**src/hw/rtl/ata_pkg.sv**
```systemverilog
// Shared types, constants and the arctangent table of the accelerometer tilt averager.
package ata_pkg;

	localparam int SAMPLE_W       = 16;
	localparam int ANGLE_W        = 12;
	localparam int ERR_W          = 7;
	localparam logic [ERR_W-1:0] ERR_LIMIT = 7'd100;

	localparam int DEF_DEPTH_LOG2 = 3;
	localparam int DEF_DEPTH      = 8;
	localparam int DEF_OUT_SCALE  = 1024;

	// CORDIC: 30 vectoring steps, angle units where pi = 2^31
	localparam int CORDIC_STEPS   = 30;
	localparam int IDX_W          = 5;
	localparam int LUT_W          = 30;
	localparam int ANG_FRAC       = 31;
	localparam int ANG_W          = 34;
	localparam int PRESCALE       = 14;
	localparam int SCALE_W        = 16;
	localparam int PROD_W         = ANG_W + SCALE_W;
	localparam logic signed [ANG_W-1:0] ANG_PI   = 34'sh0_8000_0000;
	localparam logic signed [ANG_W-1:0] ANG_HALF = 34'sh0_4000_0000;

	typedef struct packed {
		logic                       read_ok;
		logic signed [SAMPLE_W-1:0] acc_x;
		logic signed [SAMPLE_W-1:0] acc_y;
		logic signed [SAMPLE_W-1:0] acc_z;
	} sample_t;

	typedef struct packed {
		logic signed [ANGLE_W-1:0] roll_angle;
		logic signed [ANGLE_W-1:0] pitch_angle;
		logic                      read_error;
		logic                      disabled;
	} result_t;

	// controller to datapath
	typedef struct packed {
		logic             capture;
		logic             err_inc;
		logic             ring_rd;
		logic             sum_upd;
		logic             cordic_load;
		logic             cordic_step;
		logic [IDX_W-1:0] step_idx;
		logic             mul;
		logic             scale;
		logic             out_load;
		logic             read_error;
	} cmd_t;

	// datapath to controller
	typedef struct packed {
		logic disabled;
	} status_t;

	function automatic logic [LUT_W-1:0] atan_lut(input logic [IDX_W-1:0] idx);
		logic [LUT_W-1:0] v;
		unique case (idx)
			5'd0:    v = 30'h20000000;
			5'd1:    v = 30'h12E4051E;
			5'd2:    v = 30'h09FB385B;
			5'd3:    v = 30'h051111D4;
			5'd4:    v = 30'h028B0D43;
			5'd5:    v = 30'h0145D7E1;
			5'd6:    v = 30'h00A2F61E;
			5'd7:    v = 30'h00517C55;
			5'd8:    v = 30'h0028BE53;
			5'd9:    v = 30'h00145F2F;
			5'd10:   v = 30'h000A2F98;
			5'd11:   v = 30'h000517CC;
			5'd12:   v = 30'h00028BE6;
			5'd13:   v = 30'h000145F3;
			5'd14:   v = 30'h0000A2F9;
			5'd15:   v = 30'h0000517C;
			5'd16:   v = 30'h000028BE;
			5'd17:   v = 30'h0000145F;
			5'd18:   v = 30'h00000A2F;
			5'd19:   v = 30'h00000517;
			5'd20:   v = 30'h0000028B;
			5'd21:   v = 30'h00000145;
			5'd22:   v = 30'h000000A2;
			5'd23:   v = 30'h00000051;
			5'd24:   v = 30'h00000028;
			5'd25:   v = 30'h00000014;
			5'd26:   v = 30'h0000000A;
			5'd27:   v = 30'h00000005;
			5'd28:   v = 30'h00000002;
			5'd29:   v = 30'h00000001;
			default: v = '0;
		endcase
		return v;
	endfunction

endpackage

```
**src/hw/rtl/ata_ram.sv**
```systemverilog
// Generic single-port-write, registered-read RAM.
module ata_ram #(
	parameter int WIDTH = 48,
	parameter int DEPTH = 8
) (
	input  logic                     clk,
	input  logic                     we,
	input  logic [$clog2(DEPTH)-1:0] waddr,
	input  logic [WIDTH-1:0]         wdata,
	input  logic                     re,
	input  logic [$clog2(DEPTH)-1:0] raddr,
	output logic [WIDTH-1:0]         rdata
);

	logic [WIDTH-1:0] mem [DEPTH];
	logic [WIDTH-1:0] rdata_q;

	always_ff @(posedge clk) begin
		if (we) begin
			mem[waddr] <= wdata;
		end
		if (re) begin
			rdata_q <= mem[raddr];
		end
	end

	assign rdata = rdata_q;

endmodule

```
**src/hw/rtl/ata_cordic.sv**
```systemverilog
// One CORDIC vectoring lane: atan2(num, den), one iteration per step.
module ata_cordic #(
	parameter int MEAN_W = 19
) (
	input  logic                              clk,
	input  logic                              load,
	input  logic                              step,
	input  logic [ata_pkg::IDX_W-1:0]         idx,
	input  logic signed [MEAN_W-1:0]          num,
	input  logic signed [MEAN_W-1:0]          den,
	output logic signed [ata_pkg::ANG_W-1:0]  angle
);

	// headroom for the prescale, the CORDIC gain and the sqrt(2) of the vector length
	localparam int CW = MEAN_W + ata_pkg::PRESCALE + 3;

	logic signed [CW-1:0]              cx_q, cy_q;
	logic signed [CW-1:0]              cx_ext, cy_ext, cx_pre, cy_pre, dx, dy;
	logic signed [ata_pkg::ANG_W-1:0]  a_q, a_pre, t;
	logic                              hold_q, hold_pre;

	always_comb begin
		cx_ext   = CW'(den);
		cy_ext   = CW'(num);
		cx_pre   = cx_ext <<< ata_pkg::PRESCALE;
		cy_pre   = cy_ext <<< ata_pkg::PRESCALE;
		a_pre    = '0;
		hold_pre = 1'b0;
		priority if (num == '0) begin
			a_pre    = (den < 0) ? ata_pkg::ANG_PI : '0;
			hold_pre = 1'b1;
		end else if (den == '0) begin
			a_pre    = (num > 0) ? ata_pkg::ANG_HALF : -ata_pkg::ANG_HALF;
			hold_pre = 1'b1;
		end else if (den < 0) begin
			// left half plane: rotate by pi first
			a_pre  = (num > 0) ? ata_pkg::ANG_PI : -ata_pkg::ANG_PI;
			cx_pre = -cx_pre;
			cy_pre = -cy_pre;
		end else begin
			a_pre = '0;
		end
	end

	assign dx = cy_q >>> idx;
	assign dy = cx_q >>> idx;
	assign t  = ata_pkg::ANG_W'(ata_pkg::atan_lut(idx));

	always_ff @(posedge clk) begin
		if (load) begin
			cx_q   <= cx_pre;
			cy_q   <= cy_pre;
			a_q    <= a_pre;
			hold_q <= hold_pre;
		end else if (step && !hold_q) begin
			if (cy_q > 0) begin
				cx_q <= cx_q + dx;
				cy_q <= cy_q - dy;
				a_q  <= a_q + t;
			end else begin
				cx_q <= cx_q - dx;
				cy_q <= cy_q + dy;
				a_q  <= a_q - t;
			end
		end
	end

	assign angle = a_q;

endmodule

```
**src/hw/rtl/ata_datapath.sv**
```systemverilog
// Datapath: sample ring, running sums, two CORDIC lanes, scaling, error count, result register.
module ata_datapath #(
	parameter int DEPTH_LOG2 = ata_pkg::DEF_DEPTH_LOG2,
	parameter int DEPTH      = ata_pkg::DEF_DEPTH,
	parameter int OUT_SCALE  = ata_pkg::DEF_OUT_SCALE
) (
	input  logic              clk,
	input  logic              arst_n,
	input  ata_pkg::cmd_t     cmd,
	input  ata_pkg::sample_t  sample,
	output ata_pkg::result_t  result,
	output ata_pkg::status_t  status
);

	localparam int AW     = $clog2(DEPTH);
	localparam int SW     = ata_pkg::SAMPLE_W;
	localparam int SUM_W  = SW + $clog2(DEPTH) + 1;
	localparam int RING_W = 3 * SW;
	localparam logic signed [ata_pkg::SCALE_W-1:0] SCALE_C = ata_pkg::SCALE_W'(OUT_SCALE);
	localparam logic signed [ata_pkg::PROD_W-1:0]  BIAS =
		ata_pkg::PROD_W'((64'sd1 <<< ata_pkg::ANG_FRAC) - 64'sd1);

	ata_pkg::sample_t  sample_q;
	ata_pkg::result_t  result_q;

	logic [AW-1:0]                  pos_q, pos_next;
	logic [DEPTH-1:0]               valid_q;
	logic [RING_W-1:0]              ring_rdata, ring_wdata;
	logic signed [SW-1:0]           old_x, old_y, old_z;
	logic signed [SUM_W-1:0]        sums_q [3];
	logic signed [SUM_W-1:0]        mean_x, mean_y, mean_z;
	logic [ata_pkg::ERR_W-1:0]      err_cnt_q;
	logic signed [ata_pkg::ANG_W-1:0]   roll_a, pitch_a;
	logic signed [ata_pkg::PROD_W-1:0]  roll_prod_s1, pitch_prod_s1;
	logic signed [ata_pkg::PROD_W-1:0]  roll_b, pitch_b, roll_sh, pitch_sh;
	logic signed [ata_pkg::ANGLE_W-1:0] last_roll_q, last_pitch_q;

	assign pos_next   = (pos_q == AW'(DEPTH - 1)) ? '0 : pos_q + 1'b1;
	assign ring_wdata = {sample_q.acc_z, sample_q.acc_y, sample_q.acc_x};

	ata_ram #(
		.WIDTH (RING_W),
		.DEPTH (DEPTH)
	) u_ring (
		.clk   (clk),
		.we    (cmd.sum_upd),
		.waddr (pos_q),
		.wdata (ring_wdata),
		.re    (cmd.ring_rd),
		.raddr (pos_next),
		.rdata (ring_rdata)
	);

	// never-written slots read as zero
	assign old_x = valid_q[pos_q] ? ring_rdata[SW-1:0]      : '0;
	assign old_y = valid_q[pos_q] ? ring_rdata[2*SW-1:SW]   : '0;
	assign old_z = valid_q[pos_q] ? ring_rdata[3*SW-1:2*SW] : '0;

	assign mean_x = sums_q[0] >>> DEPTH_LOG2;
	assign mean_y = sums_q[1] >>> DEPTH_LOG2;
	assign mean_z = sums_q[2] >>> DEPTH_LOG2;

	always_ff @(posedge clk) begin
		if (cmd.capture) begin
			sample_q <= sample;
		end
	end

	always_ff @(posedge clk or negedge arst_n) begin
		if (!arst_n) begin
			pos_q     <= '0;
			valid_q   <= '0;
			sums_q[0] <= '0;
			sums_q[1] <= '0;
			sums_q[2] <= '0;
			err_cnt_q <= '0;
		end else begin
			if (cmd.ring_rd) begin
				pos_q <= pos_next;
			end
			if (cmd.sum_upd) begin
				valid_q[pos_q] <= 1'b1;
				sums_q[0] <= sums_q[0] - SUM_W'(old_x) + SUM_W'(sample_q.acc_x);
				sums_q[1] <= sums_q[1] - SUM_W'(old_y) + SUM_W'(sample_q.acc_y);
				sums_q[2] <= sums_q[2] - SUM_W'(old_z) + SUM_W'(sample_q.acc_z);
			end
			if (cmd.err_inc) begin
				err_cnt_q <= err_cnt_q + 1'b1;
			end
		end
	end

	ata_cordic #(.MEAN_W(SUM_W)) u_roll (
		.clk   (clk),
		.load  (cmd.cordic_load),
		.step  (cmd.cordic_step),
		.idx   (cmd.step_idx),
		.num   (mean_y),
		.den   (mean_z),
		.angle (roll_a)
	);

	ata_cordic #(.MEAN_W(SUM_W)) u_pitch (
		.clk   (clk),
		.load  (cmd.cordic_load),
		.step  (cmd.cordic_step),
		.idx   (cmd.step_idx),
		.num   (mean_x),
		.den   (mean_z),
		.angle (pitch_a)
	);

	always_ff @(posedge clk) begin
		if (cmd.mul) begin
			roll_prod_s1  <= roll_a * SCALE_C;
			pitch_prod_s1 <= pitch_a * SCALE_C;
		end
	end

	// divide by 2^31, truncating toward zero
	assign roll_b   = (roll_prod_s1 < 0)  ? roll_prod_s1 + BIAS  : roll_prod_s1;
	assign pitch_b  = (pitch_prod_s1 < 0) ? pitch_prod_s1 + BIAS : pitch_prod_s1;
	assign roll_sh  = roll_b >>> ata_pkg::ANG_FRAC;
	assign pitch_sh = pitch_b >>> ata_pkg::ANG_FRAC;

	always_ff @(posedge clk or negedge arst_n) begin
		if (!arst_n) begin
			last_roll_q  <= '0;
			last_pitch_q <= '0;
		end else if (cmd.scale) begin
			last_roll_q  <= roll_sh[ata_pkg::ANGLE_W-1:0];
			last_pitch_q <= pitch_sh[ata_pkg::ANGLE_W-1:0];
		end
	end

	always_ff @(posedge clk) begin
		if (cmd.out_load) begin
			result_q.roll_angle  <= last_roll_q;
			result_q.pitch_angle <= last_pitch_q;
			result_q.read_error  <= cmd.read_error;
			result_q.disabled    <= status.disabled;
		end
	end

	assign status.disabled = (err_cnt_q >= ata_pkg::ERR_LIMIT);
	assign result          = result_q;

endmodule

```
**src/hw/rtl/ata_ctrl.sv**
```systemverilog
// Controller: sequences ring update, CORDIC iterations, scaling and result handoff.
module ata_ctrl (
	input  logic              clk,
	input  logic              arst_n,
	input  logic              sample_valid,
	input  logic              read_ok,
	output logic              sample_stall,
	output logic              result_valid,
	input  logic              result_stall,
	input  ata_pkg::status_t  status,
	output ata_pkg::cmd_t     cmd
);

	typedef enum logic [6:0] {
		ST_IDLE  = 7'b0000001,
		ST_SUM   = 7'b0000010,
		ST_LOAD  = 7'b0000100,
		ST_ITER  = 7'b0001000,
		ST_MUL   = 7'b0010000,
		ST_SCALE = 7'b0100000,
		ST_DONE  = 7'b1000000
	} state_t;

	localparam logic [ata_pkg::IDX_W-1:0] LAST_IDX = ata_pkg::IDX_W'(ata_pkg::CORDIC_STEPS - 1);

	state_t                     state_q, state_next;
	logic [ata_pkg::IDX_W-1:0]  idx_q;
	logic                       rerr_q;
	logic                       result_valid_q;

	always_comb begin
		cmd            = '0;
		cmd.step_idx   = idx_q;
		cmd.read_error = rerr_q;
		state_next     = state_q;
		unique case (state_q)
			ST_IDLE: begin
				if (sample_valid) begin
					cmd.capture = 1'b1;
					priority if (status.disabled) begin
						state_next = ST_DONE;
					end else if (!read_ok) begin
						cmd.err_inc = 1'b1;
						state_next  = ST_DONE;
					end else begin
						cmd.ring_rd = 1'b1;
						state_next  = ST_SUM;
					end
				end
			end
			ST_SUM: begin
				cmd.sum_upd = 1'b1;
				state_next  = ST_LOAD;
			end
			ST_LOAD: begin
				cmd.cordic_load = 1'b1;
				state_next      = ST_ITER;
			end
			ST_ITER: begin
				cmd.cordic_step = 1'b1;
				if (idx_q == LAST_IDX) begin
					state_next = ST_MUL;
				end
			end
			ST_MUL: begin
				cmd.mul    = 1'b1;
				state_next = ST_SCALE;
			end
			ST_SCALE: begin
				cmd.scale  = 1'b1;
				state_next = ST_DONE;
			end
			ST_DONE: begin
				// wait until the result register is free or being emptied
				if (!result_valid_q || !result_stall) begin
					cmd.out_load = 1'b1;
					state_next   = ST_IDLE;
				end
			end
			default: begin
				state_next = ST_IDLE;
			end
		endcase
	end

	always_ff @(posedge clk or negedge arst_n) begin
		if (!arst_n) begin
			state_q        <= ST_IDLE;
			idx_q          <= '0;
			rerr_q         <= 1'b0;
			result_valid_q <= 1'b0;
		end else begin
			state_q <= state_next;
			if (cmd.cordic_load) begin
				idx_q <= '0;
			end else if (cmd.cordic_step) begin
				idx_q <= idx_q + 1'b1;
			end
			if (cmd.capture) begin
				rerr_q <= cmd.err_inc;
			end
			if (cmd.out_load) begin
				result_valid_q <= 1'b1;
			end else if (!result_stall) begin
				result_valid_q <= 1'b0;
			end
		end
	end

	assign sample_stall = (state_q != ST_IDLE);
	assign result_valid = result_valid_q;

endmodule

```
**src/hw/rtl/accel_tilt_averager.sv**
```systemverilog
// Top level of the accelerometer tilt averager: controller, datapath and checks.
// Each item accepted with a good read while enabled enters a DEPTH-entry ring whose running
// sums give boxcar means per axis; roll = atan2(mean_y, mean_z) and pitch = atan2(mean_x,
// mean_z) come out scaled to +-OUT_SCALE for pi, within one LSB. A good read passes through
// ring update, CORDIC load, the 30-step CORDIC loop, multiply and scale before its result is
// loaded; roll and pitch are computed side by side in two lanes. A failed read, or any item
// once disabled, goes straight to the result load and repeats the last angles. The block holds
// one item at a time; the result register lets the next item in while a result waits to be
// taken. After 100 failed reads disabled stays set and the angles stay frozen until reset.
module accel_tilt_averager #(
	parameter int DEPTH_LOG2 = ata_pkg::DEF_DEPTH_LOG2,
	parameter int DEPTH      = ata_pkg::DEF_DEPTH,
	parameter int OUT_SCALE  = ata_pkg::DEF_OUT_SCALE
) (
	input  logic              clk,
	input  logic              arst_n,
	input  logic              sample_valid,
	output logic              sample_stall,
	input  ata_pkg::sample_t  sample,
	output logic              result_valid,
	input  logic              result_stall,
	output ata_pkg::result_t  result
);

	ata_pkg::cmd_t     cmd;
	ata_pkg::status_t  status;

	ata_ctrl u_ctrl (
		.clk          (clk),
		.arst_n       (arst_n),
		.sample_valid (sample_valid),
		.read_ok      (sample.read_ok),
		.sample_stall (sample_stall),
		.result_valid (result_valid),
		.result_stall (result_stall),
		.status       (status),
		.cmd          (cmd)
	);

	ata_datapath #(
		.DEPTH_LOG2 (DEPTH_LOG2),
		.DEPTH      (DEPTH),
		.OUT_SCALE  (OUT_SCALE)
	) u_dp (
		.clk    (clk),
		.arst_n (arst_n),
		.cmd    (cmd),
		.sample (sample),
		.result (result),
		.status (status)
	);

	// once disabled, the block stays disabled
	a_disabled_sticky: assert property (@(posedge clk) disable iff (!arst_n)
		status.disabled |=> status.disabled)
		else $error("disabled flag dropped");

	// one item at a time: an accepted item closes the input the next cycle
	a_one_in_flight: assert property (@(posedge clk) disable iff (!arst_n)
		(sample_valid && !sample_stall) |=> sample_stall)
		else $error("input accepted while an item is in progress");

	a_result_disabled: assert property (@(posedge clk) disable iff (!arst_n)
		(result_valid && result.disabled) |-> status.disabled)
		else $error("result reports disabled but block is enabled");

endmodule
```
**config.mk**
```make
export PLATFORM = sky130hd
export DESIGN_NAME = accel_tilt_averager
export DESIGN_NICKNAME = d
export VERILOG_FILES = /design/src/hw/rtl/ata_pkg.sv /design/src/hw/rtl/ata_ram.sv /design/src/hw/rtl/ata_cordic.sv /design/src/hw/rtl/ata_datapath.sv /design/src/hw/rtl/ata_ctrl.sv /design/src/hw/rtl/accel_tilt_averager.sv
export SDC_FILE = /design/constraint.sdc
export NUM_CORES = 2
export LEC_CHECK = 0
export BUFFER_PORTS_ARGS = -buffer_cell sky130_fd_sc_hd__buf_4
export CELL_PAD_IN_SITES_DETAIL_PLACEMENT = 1
export CELL_PAD_IN_SITES_GLOBAL_PLACEMENT = 2
export CORE_ASPECT_RATIO = 1.75
export CORE_MARGIN = 5
export CORE_UTILIZATION = 40
export DETAILED_ROUTE_END_ITERATION = 10
export GPL_ROUTABILITY_DRIVEN = 1
export PLACE_DENSITY = 0.74
export SLEW_MARGIN = 25
export SYNTH_ARGS = -nofsm -noshare
export SYNTH_HDL_FRONTEND = slang
export SYNTH_SLANG_ARGS = --single-unit
```
**constraint.sdc**
```tcl
create_clock -name clk -period 10.95 [get_ports clk]
set_input_delay 0 -clock clk [delete_from_list [all_inputs] [get_ports clk]]
set_output_delay 0 -clock clk [all_outputs]
set_load 0.005 [all_outputs]
```
==> flow_summary.json <==
{
  "path_class": "register to register",
  "synth_edf_count": 792,
  "ant_nets": 0,
  "slowest_delay_ps": 800,
  "critPathMaxFanout": 114,
  "critPathTopFamily": "compound AO/OA/AOI/OAI gates",
  "cts_sinks": 908,
  "wl_microns": 214000,
  "leakagePower_uw": 0.0264,
  "dieArea_sq_mm": 0.167,
  "die_x_microns": 311,
  "coreArea_sq_mm": 0.158,
  "relSlewSlack": 0.303,
  "vdd_drop_max_mv": 0.162,
  "cts_buffers": 92,
  "ios": 81,
  "crit_chain": "buf_12 -> buf_4 -> mux4_2 -> mux2_2 -> a221oi_1 -> nand2_1 -> a311o_1 -> nor3b_2 -> and3_1 -> and4_1 -> o21ai_0 -> a221oi_1 -> ha_1 -> a211oi_1 -> o21ai_0 -> a311oi_1 -> o21bai_1 -> o41ai_1 -> o2111ai_1 -> a21oi_1 -> xor2_1 -> o21ai_0",
  "synthArstFlopShare": 0.128,
  "setup_tns_ps": 0,
  "synth.top_cells.by_area": "edfxtp_1, mux4_2, ha_1",
  "crit_buf_inv": 2,
  "cts_root_buf": "clkbuf_16",
  "finalCriticalPeriod_ps": 8450,
  "finalNetCount": 6591,
  "grt_pass1_wl_microns": 324000,
  "ys.flop_type": "edfxtp_1",
  "end_kind": "register",
  "period_share": 0.772,
  "setup_viol": 0,
  "slowest_stage": "dfrtp_4",
  "syn_to_final_growth_pct": 10.5,
  "cts_max_level": 3,
  "hold_start": "result_stall",
  "grt_max_degree": 162,
  "worstPathArrival_ps": 8910,
  "placed_cell_area_sq_mm": 0.0663,
  "overflow": 0,
  "r2r-start": "u_ctrl.idx_q[0]",
  "synthDistinctLibCells": 104,
  "drv_cap": 0,
  "dr_total_vias": 49100,
  "ctsLongestPathBuffers": 3,
  "min_to": "u_ctrl.result_valid",
  "synth_top_cell_by_area": "edfxtp_1",
  "dr.pass1.iters": 5,
  "synth.most_common_cell": "edfxtp_1",
  "cts_tree": "built",
  "ys.warnings.count": 0,
  "pwr-share-comb": 0.595,
  "port_buffers": 80,
  "hpwl_microns": 160000,
  "power.switching_uw": 8890,
  "netlist_top_cells_count": "edfxtp_1, nor2_1, nand2_1",
  "synth_area_per_cell_sq_um": 10.4,
  "grt_pass1_vias": 51900,
  "fp.dieH_microns": 537,
  "avgViaCountPerCell": 5.92,
  "routedWlPerCell_microns": 25.8,
  "design_area_sq_mm": 0.0703,
  "gp_congestion": 0.959,
  "synth_seq_cells": 908,
  "r2r-end": "u_dp.u_roll.cx_q[35]",
  "whs_path_depth": 4,
  "rrSetupSlack_ps": 2500,
  "drc": 0,
  "powerDensity_mw_per_mm2": 286,
  "hold_class": "primary input to register",
  "synth-seq-area-share": 0.420,
  "synthCells": 6129,
  "start_util": 0.402,
  "synth_top_area_frac": 0.374,
  "drt_iter0_markers": 3064,
  "status": "finished, final reports clean",
  "grt_usage": 0.249,
  "internal_power_uw": 11200,
  "crit_required_ps": 11410,
  "ff2ff_path_depth": 22,
  "rsz0062_at_grt": "no",
  "worstMarginPinSlew_ps": 1040,
  "power_frac_clock": 0.157,
  "pwr-share-seq": 0.248,
  "mappedNetlistArea_sq_mm": 0.0636,
  "drv_slew": 0,
  "cts.clk_slew.worst_paths_ps": 70,
  "startpoint_type": "register",
  "num_rows": 193,
  "antenna_found_initial": 2,
  "switching_share": 0.442,
  "cts.repair.resized": 0,
  "clk_latency_ps": 740,
  "syn_nets": 6541,
  "path_common_cell": "o21ai_0",
  "finClkSkew_ps": 48.5,
  "hold_violations": 0,
  "ctsHoldBuffers": 103,
  "post_cts_buffers": 0,
  "max_freq_ghz": 0.118,
  "drive_gt1_frac": 0.110
}
how the worst max path moves through the flow:
stage                       from               endpoint  slack, ps  cells past startpoint
2_1_floorplan  u_ctrl.state_q[2]  u_dp.u_pitch.angle[0]       1570                      4
3_3_place_gp     u_ctrl.idx_q[2]  u_dp.u_roll.angle[31]       2570                     22
3_5_place_dp     u_ctrl.idx_q[0]  u_dp.u_roll.angle[31]       2440                     26
4_1_cts          u_ctrl.idx_q[1]  u_dp.u_roll.angle[31]       2410                     27
5_1_grt          u_ctrl.idx_q[0]   u_dp.u_roll.cx_q[35]       1790                     22
6_report         u_ctrl.idx_q[0]   u_dp.u_roll.cx_q[35]       2500                     22
flip-flops by register name, summed over array words and instances, names as in the netlist, 34 cells and up:
signal,flops
u_dp.u_ring.mem,384
u_dp.roll_prod_s1,34
u_dp.u_roll.cx_q,37
u_dp.u_roll.cy_q,37
u_dp.u_roll.angle,34
u_dp.pitch_prod_s1,34
u_dp.u_ring.rdata,48
u_dp.u_pitch.angle,34
u_dp.u_pitch.cx_q,37
u_dp.u_pitch.cy_q,37
u_dp.ring_wdata,48
placed cells by master, fill, tap and decap left out, types with 27 or more instances in the layout:
| cell | netlist | routed |
|---|---|---|
| nand3_1 | 105 | 104 |
| nor2b_1 | 75 | 74 |
| a21o_1 | 110 | 110 |
| mux4_2 | 193 | 193 |
| and3_1 | 50 | 50 |
| dfrtp_1 | 115 | 109 |
| a31oi_1 | 60 | 60 |
| nand2b_1 | 60 | 59 |
| a21oi_1 | 394 | 393 |
| ha_1 | 296 | 295 |
| o21a_1 | 52 | 52 |
| o31ai_1 | 30 | 30 |
| clkbuf_16 | 0 | 92 |
| o21bai_1 | 46 | 46 |
| nand2_1 | 536 | 534 |
| mux2_2 | 88 | 88 |
| nor2_1 | 539 | 529 |
| xor2_1 | 180 | 180 |
| o221ai_1 | 54 | 54 |
| mux2i_1 | 187 | 187 |
| nor4_1 | 42 | 41 |
| a211o_1 | 42 | 42 |
| edfxtp_1 | 792 | 792 |
| o21ai_0 | 412 | 410 |
| o211ai_1 | 27 | 27 |
| fa_1 | 63 | 63 |
| nor3_1 | 131 | 126 |
| inv_1 | 330 | 328 |
| dlygate4sd3_1 | 0 | 102 |
| buf_4 | 13 | 159 |
| xnor2_1 | 283 | 283 |
| and2_1 | 88 | 88 |
| a211oi_1 | 44 | 44 |
final cells by class:
cell class	count	area, sq um
fillers	17300	87900
well taps	2047	2560
multi-input cells	4572	34400
repair buffers	267	2340
inverters	338	1280
flip-flops and latches	908	26700
clock buffers	114	2410
diodes	3	7.51
clock inverters	54	523
metal layers:
metal,track usage,up-vias,wire (microns)
li1,-,22700,-
met3,0.0262,480,6800
met4,0.121,0,12300
met5,0,-,0
met1,0.272,24900,79900
met2,0.480,1084,115000
logic make-up after synthesis:
| group | share of synthesized area |
|---|---|
| buf+inv | 0.0416 |
| xor+xnor | 0.0638 |
| compound gates | 0.151 |
| simple gates | 0.129 |
| flops | 0.420 |
| fa+ha+maj | 0.0781 |
| mux | 0.117 |
through the flow:
step	setup WS, ps	utilization	std cells	hold WS (ps)	power, uW
floorplan	1570	-	6129	-296	14000
global placement	2570	0.419	8028	81.8	16800
detailed placement	2440	0.419	8028	83.1	17000
CTS	2410	0.444	8299	82.7	20300
global route	1790	0.444	8301	149	21700
finish	2500	0.444	8303	130	20100
power groups by stage:
| stage | logic, uW | registers (uW) | clock network [uW] |
|---|---|---|---|
| after global routing | 13300 | 5030 | 3400 |
| after CTS | 12100 | 4980 | 3260 |
| final | 12000 | 4980 | 3150 |
| after global placement | 11800 | 5030 | 0 |
| after detailed placement | 12000 | 5060 | 0 |
| after floorplan | 9100 | 4850 | 0 |
tightest hold or removal path: cells and delay by family:
kind,cells,cell delay [ps]
buffers and inverters,2,650
AND/OR/NAND/NOR,2,160
(Power assumes the default switching activity.)
